==> src/rtl/bf3h_pkg.sv <==
// shared types and constants for the three-hash bloom filter
package bf3h_pkg;

	// running hash width
	localparam int HASH_W = 64;

	// djb hash starting value
	localparam logic [HASH_W-1:0] DJB_START = 64'd5381;

	// modulo: one byte-fold step, then compare-subtract steps
	// eight bytes times weights below the length stay under 2^QUOT_W lengths
	localparam int FOLD_BYTES = HASH_W / 8;
	localparam int QUOT_W = 11;
	localparam int SUB_PER_STEP = 4;
	localparam int SUB_STEPS = (QUOT_W + SUB_PER_STEP) / SUB_PER_STEP;
	localparam int MOD_STEPS = 1 + SUB_STEPS;
	localparam int STEP_CNT_W = $clog2(MOD_STEPS);

	// key kind codes
	localparam logic KIND_INSERT = 1'b0;
	localparam logic KIND_QUERY = 1'b1;

	// control to one modulo lane
	typedef struct packed {
		logic load;
		logic fold;
		logic step;
	} mod_ctl_t;

endpackage

==> src/rtl/bf3h_ram.sv <==
// generic single-address ram with registered read
module bf3h_ram #(
	parameter int WIDTH = 1,
	parameter int DEPTH = 800,
	parameter int AW = (DEPTH > 1) ? $clog2(DEPTH) : 1
) (
	input  logic             clk,
	input  logic             we,
	input  logic [AW-1:0]    addr,
	input  logic [WIDTH-1:0] wdata,
	output logic [WIDTH-1:0] rdata
);

	logic [WIDTH-1:0] mem_q [DEPTH];
	logic [WIDTH-1:0] rdata_q;

	// write port and registered read
	always_ff @(posedge clk) begin
		if (we) begin
			mem_q[addr] <= wdata;
		end
		rdata_q <= mem_q[addr];
	end

	assign rdata = rdata_q;

endmodule

==> src/rtl/bf3h_mod.sv <==
// one lane of the 64-bit modulo by the filter length: byte fold, then subtract ladder
module bf3h_mod #(
	parameter int LEN = 800,
	parameter int IW = (LEN > 1) ? $clog2(LEN) : 1
) (
	input  logic                        clk,
	input  logic                        arst_n,
	input  bf3h_pkg::mod_ctl_t          ctl,
	input  logic [bf3h_pkg::HASH_W-1:0] value,
	output logic [IW-1:0]               rem
);

	import bf3h_pkg::*;

	localparam int SW = IW + QUOT_W;
	localparam int DW = IW + SUB_STEPS * SUB_PER_STEP;
	localparam logic [DW-1:0] DIV_TOP = DW'(LEN) << (DW - IW - 1);

	// weight of hash byte i: 256^i mod LEN
	function automatic logic [IW-1:0] byte_weight(input int i);
		longint w;
		w = 1 % LEN;
		for (int k = 0; k < i; k++) begin
			w = (w * 256) % LEN;
		end
		return IW'(w);
	endfunction

	logic [HASH_W-1:0] val_q;
	logic [SW-1:0]     rem_q;
	logic [SW-1:0]     rem_nx;
	logic [DW-1:0]     div_q;
	logic [DW-1:0]     div_nx;
	logic [SW-1:0]     part [FOLD_BYTES];
	logic [SW-1:0]     fold_sum;

	// each hash byte scaled by its weight
	for (genvar g = 0; g < FOLD_BYTES; g++) begin : g_part
		localparam logic [IW-1:0] WEIGHT = byte_weight(g);
		assign part[g] = SW'(val_q[8*g +: 8]) * SW'(WEIGHT);
	end

	// folded value, congruent to the hash
	always_comb begin
		fold_sum = '0;
		for (int i = 0; i < FOLD_BYTES; i++) begin
			fold_sum = fold_sum + part[i];
		end
	end

	// compare and subtract shifted lengths, largest first
	always_comb begin
		logic [DW-1:0] r;
		logic [DW-1:0] d;
		r = DW'(rem_q);
		d = div_q;
		for (int i = 0; i < SUB_PER_STEP; i++) begin
			if (r >= d) begin
				r = r - d;
			end
			d = d >> 1;
		end
		rem_nx = SW'(r);
		div_nx = d;
	end

	// remainder and divisor ladder
	always_ff @(posedge clk or negedge arst_n) begin
		if (!arst_n) begin
			rem_q <= '0;
			div_q <= '0;
		end else if (ctl.load) begin
			rem_q <= '0;
			div_q <= '0;
		end else if (ctl.fold) begin
			rem_q <= fold_sum;
			div_q <= DIV_TOP;
		end else if (ctl.step) begin
			rem_q <= rem_nx;
			div_q <= div_nx;
		end
	end

	always_ff @(posedge clk) begin
		if (ctl.load) begin
			val_q <= value;
		end
	end

	assign rem = rem_q[IW-1:0];

endmodule

==> src/rtl/bloom_filter_three_hash.sv <==
// bloom filter over byte-string keys with bkdr, ap and djb hashes
//
//  channel  | handshake                  | words
//  ---------+----------------------------+-------------------------------------
//  key in   | start, busy (taken: start  | kind, key_byte, byte_valid, last
//           | high while busy low)       |
//  result   | done (one-cycle strobe)    | maybe_present (queries only)
//
// Key bytes are taken one per cycle while busy is low. The word with last set
// makes busy rise for the byte fold and subtract ladder of the three moduli
// and the three accesses to the single bit-store port, and on a query for a
// final result state as well. A query result strobes on done in the cycle in
// which busy falls again.
// After reset a clearing pass writes all EXPECTED_KEYS*BITS_PER_KEY bits
// (one per cycle) with busy high. done cannot be held off by the receiver.
module bloom_filter_three_hash #(
	parameter int EXPECTED_KEYS = 100,
	parameter int BITS_PER_KEY = 8
) (
	input  logic       clk,
	input  logic       arst_n,
	input  logic       start,
	output logic       busy,
	input  logic       kind,
	input  logic [7:0] key_byte,
	input  logic       byte_valid,
	input  logic       last,
	output logic       done,
	output logic       maybe_present
);

	import bf3h_pkg::*;

	localparam int LEN = EXPECTED_KEYS * BITS_PER_KEY;
	localparam int IW = (LEN > 1) ? $clog2(LEN) : 1;
	localparam logic [IW-1:0] LAST_ADDR = IW'(LEN - 1);
	localparam logic [STEP_CNT_W-1:0] LAST_STEP = STEP_CNT_W'(MOD_STEPS - 1);

	typedef enum logic [4:0] {
		ST_CLEAR = 5'b00001,
		ST_RUN   = 5'b00010,
		ST_MOD   = 5'b00100,
		ST_ACC   = 5'b01000,
		ST_FIN   = 5'b10000
	} state_t;

	typedef enum logic [1:0] {
		OP_FIRST  = 2'd0,
		OP_SECOND = 2'd1,
		OP_THIRD  = 2'd2
	} op_t;

	state_t state_q, state_nx;
	op_t    op_q;

	logic                  accept;
	logic                  vld_s1, kind_s1, bvalid_s1, last_s1;
	logic [7:0]            byte_s1;
	logic [HASH_W-1:0]     bkdr_q, ap_q, djb_q;
	logic                  odd_q;
	logic [HASH_W-1:0]     b_ext, bkdr_nx, ap_nx, djb_nx;
	logic                  key_end;
	logic                  kind_q;
	logic [IW-1:0]         clr_q;
	logic [STEP_CNT_W-1:0] step_q;
	mod_ctl_t              mod_ctl;
	logic [IW-1:0]         rem_bkdr, rem_ap, rem_djb;
	logic                  ram_we, ram_wdata, ram_rdata;
	logic [IW-1:0]         ram_addr;
	logic                  acc_q, done_q, maybe_q;

	// input handshake
	assign key_end = vld_s1 & last_s1;
	assign busy = (state_q != ST_RUN) | key_end;
	assign accept = start & ~busy;

	// input register
	always_ff @(posedge clk or negedge arst_n) begin
		if (!arst_n) begin
			vld_s1 <= 1'b0;
		end else begin
			vld_s1 <= accept;
		end
	end

	always_ff @(posedge clk) begin
		if (accept) begin
			kind_s1 <= kind;
			byte_s1 <= key_byte;
			bvalid_s1 <= byte_valid;
			last_s1 <= last;
		end
	end

	// hash update with the sign-extended byte
	always_comb begin
		b_ext = {{(HASH_W-8){byte_s1[7]}}, byte_s1};
		bkdr_nx = bkdr_q;
		ap_nx = ap_q;
		djb_nx = djb_q;
		if (bvalid_s1) begin
			bkdr_nx = (bkdr_q << 5) - bkdr_q + b_ext;
			if (odd_q) begin
				ap_nx = ap_q ^ ~((ap_q << 11) ^ b_ext ^ (ap_q >> 5));
			end else begin
				ap_nx = ap_q ^ (ap_q << 7) ^ b_ext ^ (ap_q >> 3);
			end
			djb_nx = djb_q + (djb_q << 5) + b_ext;
		end
	end

	// running hashes, restarted after each key
	always_ff @(posedge clk or negedge arst_n) begin
		if (!arst_n) begin
			bkdr_q <= '0;
			ap_q <= '0;
			djb_q <= DJB_START;
			odd_q <= 1'b0;
		end else if (key_end) begin
			bkdr_q <= '0;
			ap_q <= '0;
			djb_q <= DJB_START;
			odd_q <= 1'b0;
		end else if (vld_s1 && bvalid_s1) begin
			bkdr_q <= bkdr_nx;
			ap_q <= ap_nx;
			djb_q <= djb_nx;
			odd_q <= ~odd_q;
		end
	end

	// key kind held for the access phase
	always_ff @(posedge clk) begin
		if (key_end) begin
			kind_q <= kind_s1;
		end
	end

	// modulo lanes: load, fold on the first step, then the subtract ladder
	assign mod_ctl.load = key_end;
	assign mod_ctl.fold = (state_q == ST_MOD) & (step_q == '0);
	assign mod_ctl.step = (state_q == ST_MOD) & (step_q != '0);

	bf3h_mod #(.LEN(LEN), .IW(IW)) u_mod_bkdr (
		.clk(clk), .arst_n(arst_n), .ctl(mod_ctl), .value(bkdr_nx), .rem(rem_bkdr)
	);

	bf3h_mod #(.LEN(LEN), .IW(IW)) u_mod_ap (
		.clk(clk), .arst_n(arst_n), .ctl(mod_ctl), .value(ap_nx), .rem(rem_ap)
	);

	bf3h_mod #(.LEN(LEN), .IW(IW)) u_mod_djb (
		.clk(clk), .arst_n(arst_n), .ctl(mod_ctl), .value(djb_nx), .rem(rem_djb)
	);

	// sequencer next state
	always_comb begin
		state_nx = state_q;
		unique case (state_q)
			ST_CLEAR: begin
				if (clr_q == LAST_ADDR) begin
					state_nx = ST_RUN;
				end
			end
			ST_RUN: begin
				if (key_end) begin
					state_nx = ST_MOD;
				end
			end
			ST_MOD: begin
				if (step_q == LAST_STEP) begin
					state_nx = ST_ACC;
				end
			end
			ST_ACC: begin
				if (op_q == OP_THIRD) begin
					state_nx = (kind_q == KIND_QUERY) ? ST_FIN : ST_RUN;
				end
			end
			ST_FIN: begin
				state_nx = ST_RUN;
			end
			default: begin
				state_nx = ST_CLEAR;
			end
		endcase
	end

	// sequencer registers and counters
	always_ff @(posedge clk or negedge arst_n) begin
		if (!arst_n) begin
			state_q <= ST_CLEAR;
			clr_q <= '0;
			step_q <= '0;
			op_q <= OP_FIRST;
		end else begin
			state_q <= state_nx;
			if (state_q == ST_CLEAR) begin
				clr_q <= clr_q + 1'b1;
			end
			if (state_q == ST_MOD) begin
				step_q <= step_q + 1'b1;
			end else begin
				step_q <= '0;
			end
			if (state_q == ST_ACC) begin
				unique case (op_q)
					OP_FIRST:  op_q <= OP_SECOND;
					OP_SECOND: op_q <= OP_THIRD;
					default:   op_q <= OP_FIRST;
				endcase
			end else begin
				op_q <= OP_FIRST;
			end
		end
	end

	// bit store port: clearing sweep, then set or probe the three bits
	always_comb begin
		ram_addr = clr_q;
		if (state_q == ST_ACC) begin
			unique case (op_q)
				OP_FIRST:  ram_addr = rem_bkdr;
				OP_SECOND: ram_addr = rem_ap;
				default:   ram_addr = rem_djb;
			endcase
		end
	end

	assign ram_we = (state_q == ST_CLEAR) | ((state_q == ST_ACC) & (kind_q == KIND_INSERT));
	assign ram_wdata = (state_q == ST_ACC);

	bf3h_ram #(.WIDTH(1), .DEPTH(LEN), .AW(IW)) u_bits (
		.clk(clk), .we(ram_we), .addr(ram_addr), .wdata(ram_wdata), .rdata(ram_rdata)
	);

	// and the three probed bits as they come back
	always_ff @(posedge clk) begin
		if (state_q == ST_ACC) begin
			if (op_q == OP_FIRST) begin
				acc_q <= 1'b1;
			end else begin
				acc_q <= acc_q & ram_rdata;
			end
		end
		if (state_q == ST_FIN) begin
			maybe_q <= acc_q & ram_rdata;
		end
	end

	// result strobe
	always_ff @(posedge clk or negedge arst_n) begin
		if (!arst_n) begin
			done_q <= 1'b0;
		end else begin
			done_q <= (state_q == ST_FIN);
		end
	end

	assign done = done_q;
	assign maybe_present = maybe_q;

	// checks
	a_done_after_fin: assert property (@(posedge clk) disable iff (!arst_n)
		done |-> $past(state_q == ST_FIN))
		else $error("result strobe without a finished probe");

	a_done_only_query: assert property (@(posedge clk) disable iff (!arst_n)
		done |-> $past(kind_q == KIND_QUERY))
		else $error("result strobe for an insert");

	a_accept_in_run: assert property (@(posedge clk) disable iff (!arst_n)
		(start && !busy) |-> (state_q == ST_RUN && !key_end))
		else $error("word taken outside the run state");

	a_mod_then_acc: assert property (@(posedge clk) disable iff (!arst_n)
		(state_q == ST_ACC && op_q == OP_FIRST) |-> $past(state_q == ST_MOD))
		else $error("bit access without a finished modulo");

endmodule

==> config.mk <==
export PLATFORM = sky130hd
export DESIGN_NAME = bloom_filter_three_hash
export DESIGN_NICKNAME = d
export VERILOG_FILES = /design/src/rtl/bf3h_pkg.sv /design/src/rtl/bf3h_ram.sv /design/src/rtl/bf3h_mod.sv /design/src/rtl/bloom_filter_three_hash.sv
export SDC_FILE = /design/constraint.sdc
export NUM_CORES = 2
export LEC_CHECK = 0
export BUFFER_PORTS_ARGS = -buffer_cell sky130_fd_sc_hd__buf_2
export CAP_MARGIN = 20
export CORE_MARGIN = 3
export CORE_UTILIZATION = 32
export CTS_CLUSTER_DIAMETER = 150
export DETAILED_ROUTE_END_ITERATION = 8
export GPL_ROUTABILITY_DRIVEN = 1
export HOLD_SLACK_MARGIN = 0.02
export REMOVE_ABC_BUFFERS = 1
export SYNTH_ARGS = -nofsm -noshare
export SYNTH_HDL_FRONTEND = slang
export SYNTH_SLANG_ARGS = --single-unit
export TNS_END_PERCENT = 30
==> constraint.sdc <==
create_clock -name clk -period 28.5 [get_ports clk]
set_input_delay 8.55 -clock clk [delete_from_list [all_inputs] [get_ports clk]]
set_output_delay 8.55 -clock clk [all_outputs]
set_load 0.02 [all_outputs]
==> summary.txt <==
Setup path
  • Crit Path Max Fanout: 33
  • WS Path Type: flop to flop
  • Worst path arrival time: 13.00 ns
  • Crit path largest cell delay: 0.68 ns
  • CP Capture Type: flop
  • Critical-path cell with the highest stage delay: o21ai_1
  • CP startpoint kind: flop
  • Critical Path RT: 29.19 ns

Global routing
  • Total congestion overflow: 0
  • Largest net degree at the start of global routing: 172
  • Antenna violations before repair: 5
  • Vias in the first global route: 66700
  • First-pass GRT wire length: 398 mm
  • Overall Global Routing Usage: 17.2%

Layout
  • Area Overhead vs Synth: 9.99%
  • Commonest non-fill, non-tap cell in the layout: nor2_1
  • Commonest cells after routing, fill and taps aside: nor2_1 (1166), edfxtp_1 (1006), inv_1 (848), ha_1 (602), xnor2_1 (512)
  • Share of cells above drive strength 1: 8.79%
  • Finished Layout Cells: 12400
  • Total Nets Final: 9526

Outcome
  • Status: completed

Clock network
  • CTS H-Tree Depth: 4
  • CTS resizes: 0
  • CTS clock-pin slew for the worst setup and hold paths: 0.06 ns
  • Root Driver: clkbuf_16
  • Clock sinks: 1294
  • Post-CTS Setup Repair Bufs: 0
  • Clock tree buffer depth: 4
  • Later-pin clock latency in the skew report: 0.88 ns
  • CTS tree: yes
  • Num CTS Buffers: 153
  • Hold Buf Count CTS: 0

Timing
  • Actual slew at the worst max-slew pin: 1.24 ns
  • Post-route setup slack: 16.19 ns
  • Final Hold Fails: 0
  • Min Tclk post-route: 12.31 ns
  • Layout Skew: 0.126 ns
  • Slew margin rel.: 16.9%
  • RSZ-0062 raised after global routing: no
  • Setup TNS: 0 ns
  • Fmax: 0.0812 GHz
  • Slew Limit Fails: 0
  • Final setup vio count: 0
  • Hold_ws: 0.419 ns
  • Fin crit share: 43.2%

Synth
  • Yosys Warn Count: 0
  • Synth unique cells: 123
  • Syn Area/Cell: 10.6 µm²
  • Ys flop type: edfxtp_1
  • Cell count after synthesis: 8710
  • EDFF count, synth: 1006
  • Sequential area share after synthesis: 40.7%
  • Yosys reg bits: 1294
  • Cell area after synthesis: 0.0919 mm²
  • Async SR Flop Fraction: 22.2%

Routing
  • Routed vias/inst: 5.31
  • DRC viols: 0
  • Post-route ant nets: 0
  • WL/cell: 20.8 µm
  • Vias: 66000
  • Pre-Repair DR Iteration Count: 5
  • Drt total wl: 258 mm
  • Drt first-iter violations: 6005

Floorplan
  • Core Region: 0.285 mm²
  • Site Rows: 196
  • Die height: 542 µm
  • Die Wd: 542 µm
  • I/O Pins: 17
  • Die Area: 0.294 mm²
  • Initial Utilization: 32.2%

Power and ir drop
  • Sequential Power Share: 48.9%
  • Worst vdd ir: 0.0471 mV
  • Cell Pwr Density: 41.3 mW/mm²
  • Leak Pwr: 38.2 nW
  • Sw frac: 22.6%
  • Clock network power share: 45.5%
  • Net Sw Power: 0.946 mW
  • Cell-internal power: 3.23 mW
  • Combinational power share: 5.6%

Placement
  • PortBufs: 16
  • Placed insts: 12100
  • DP HPWL: 179 mm
  • Place WS: 16.11 ns
  • GPL Wtd Cong: 0.907

Hold path
  • Hold/Removal Path Class: flop to flop

Flow run
  • Max_cap viols: 0
## per-layer routing
metal	global-route usage, %	wire (µm)
met2	28.8	122000
met3	2.51	16900
met5	0	0
met1	23.4	112000
met4	4.49	6910
## worst paths after layout
path / startpoint / slack, ns / to / cells after the start
setup / recovery: u_mod_bkdr.div_q[19] / 16.19 / u_mod_ap.rem_q[19] / 43
hold / removal: kind_s1 / 0.42 / kind_q / 0
setup reg to reg: u_mod_bkdr.div_q[19] / 16.19 / u_mod_ap.rem_q[19] / 43
hold reg to reg: kind_s1 / 0.42 / kind_q / 0
max in group asynchronous: arst_n / 17.15 / bkdr_q[57] / 5
min in group asynchronous: arst_n / 7.67 / ap_q[61] / 1
## cell families (layout without fill, tap and decap cells)
family,Yosys count,in the layout,share of synthesized area (%)
simple gates,2352,2352,11.6
xor+xnor,695,695,6.63
mux,346,346,6.61
compound gates,1729,1729,12.8
flops,1294,1294,40.7
buf+inv,1322,1263,5.47
other cells,0,4,0
fa+ha+maj,972,972,16.2
## Yosys cell counts, drive strengths merged (76+ instances only)
library cell     n  share of area [%]
xor2           182                1.7
a21o           145                1.2
a22oi          100               0.82
o21ai          354                1.9
a21oi          420                2.3
dfrtp          281                7.6
mux2            83                1.0
a22o           178                1.7
inv            851                3.5
nor3            96               0.53
fa             370                8.1
nand3          103               0.56
mux4           200                4.9
xnor2          513                4.9
ha             602                8.2
nor2          1176                4.8
clkbuf         405                1.7
nand2          486                2.0
edfxtp        1006                 33
nand2b          76               0.53
## power groups by stage
stage | clock, mW | sequential, mW | combinational, mW
3_3_place_gp | 0 | 2.08 | 0.227
3_5_place_dp | 0 | 2.08 | 0.232
6_report | 1.90 | 2.04 | 0.234
5_1_grt | 2.02 | 2.05 | 0.263
2_1_floorplan | 0 | 2.08 | 0.173
4_1_cts | 1.95 | 2.04 | 0.234
## flip-flops by register name (all words and copies together), names as in the netlist, 5 cells and up
name	count
u_mod_bkdr.val_q	64
u_mod_djb.val_q	64
u_mod_bkdr.rem_q	21
bkdr_q	64
u_mod_bkdr.div_q	10
u_mod_djb.rem_q	21
byte_s1	8
state_q	5
u_mod_ap.val_q	64
u_mod_ap.rem_q	21
ap_q	64
clr_q	10
u_bits.mem_q	800
djb_q	64
## cell type report
type / instances / area (µm²)
Fill cell: 28300 / 184000
Timing Repair Buffer: 145 / 1390
Clock buffer: 187 / 4060
Tap cell: 3762 / 4710
Antenna cell: 4 / 10.0
Sequential cell: 1294 / 37400
Inverter: 852 / 3220
Clock inverter: 79 / 702
Multi-Input combinational cell: 6094 / 49600
## through the flow
step	total power, mW	instance area (µm²)	util (%)
2_1_floorplan	2.25	90100	-
3_3_place_gp	2.31	95900	33.6
3_5_place_dp	2.31	95900	33.6
4_1_cts	4.23	101000	35.3
5_1_grt	4.33	101000	35.4
6_report	4.18	101000	35.4
## worst max-delay path: cells and delay by family (launching register included)
kind                       cells  cell delay [ns]
adders and majority gates      5             1.65
xor gates and xnor gates       2             0.37
AOI/OAI and AO/OA             13             4.18
and+or+nand+nor               17             4.49
buffers and inverters          6             1.08
DFF                            1             0.40
Note: power is estimated with default switching activity, not from simulation.
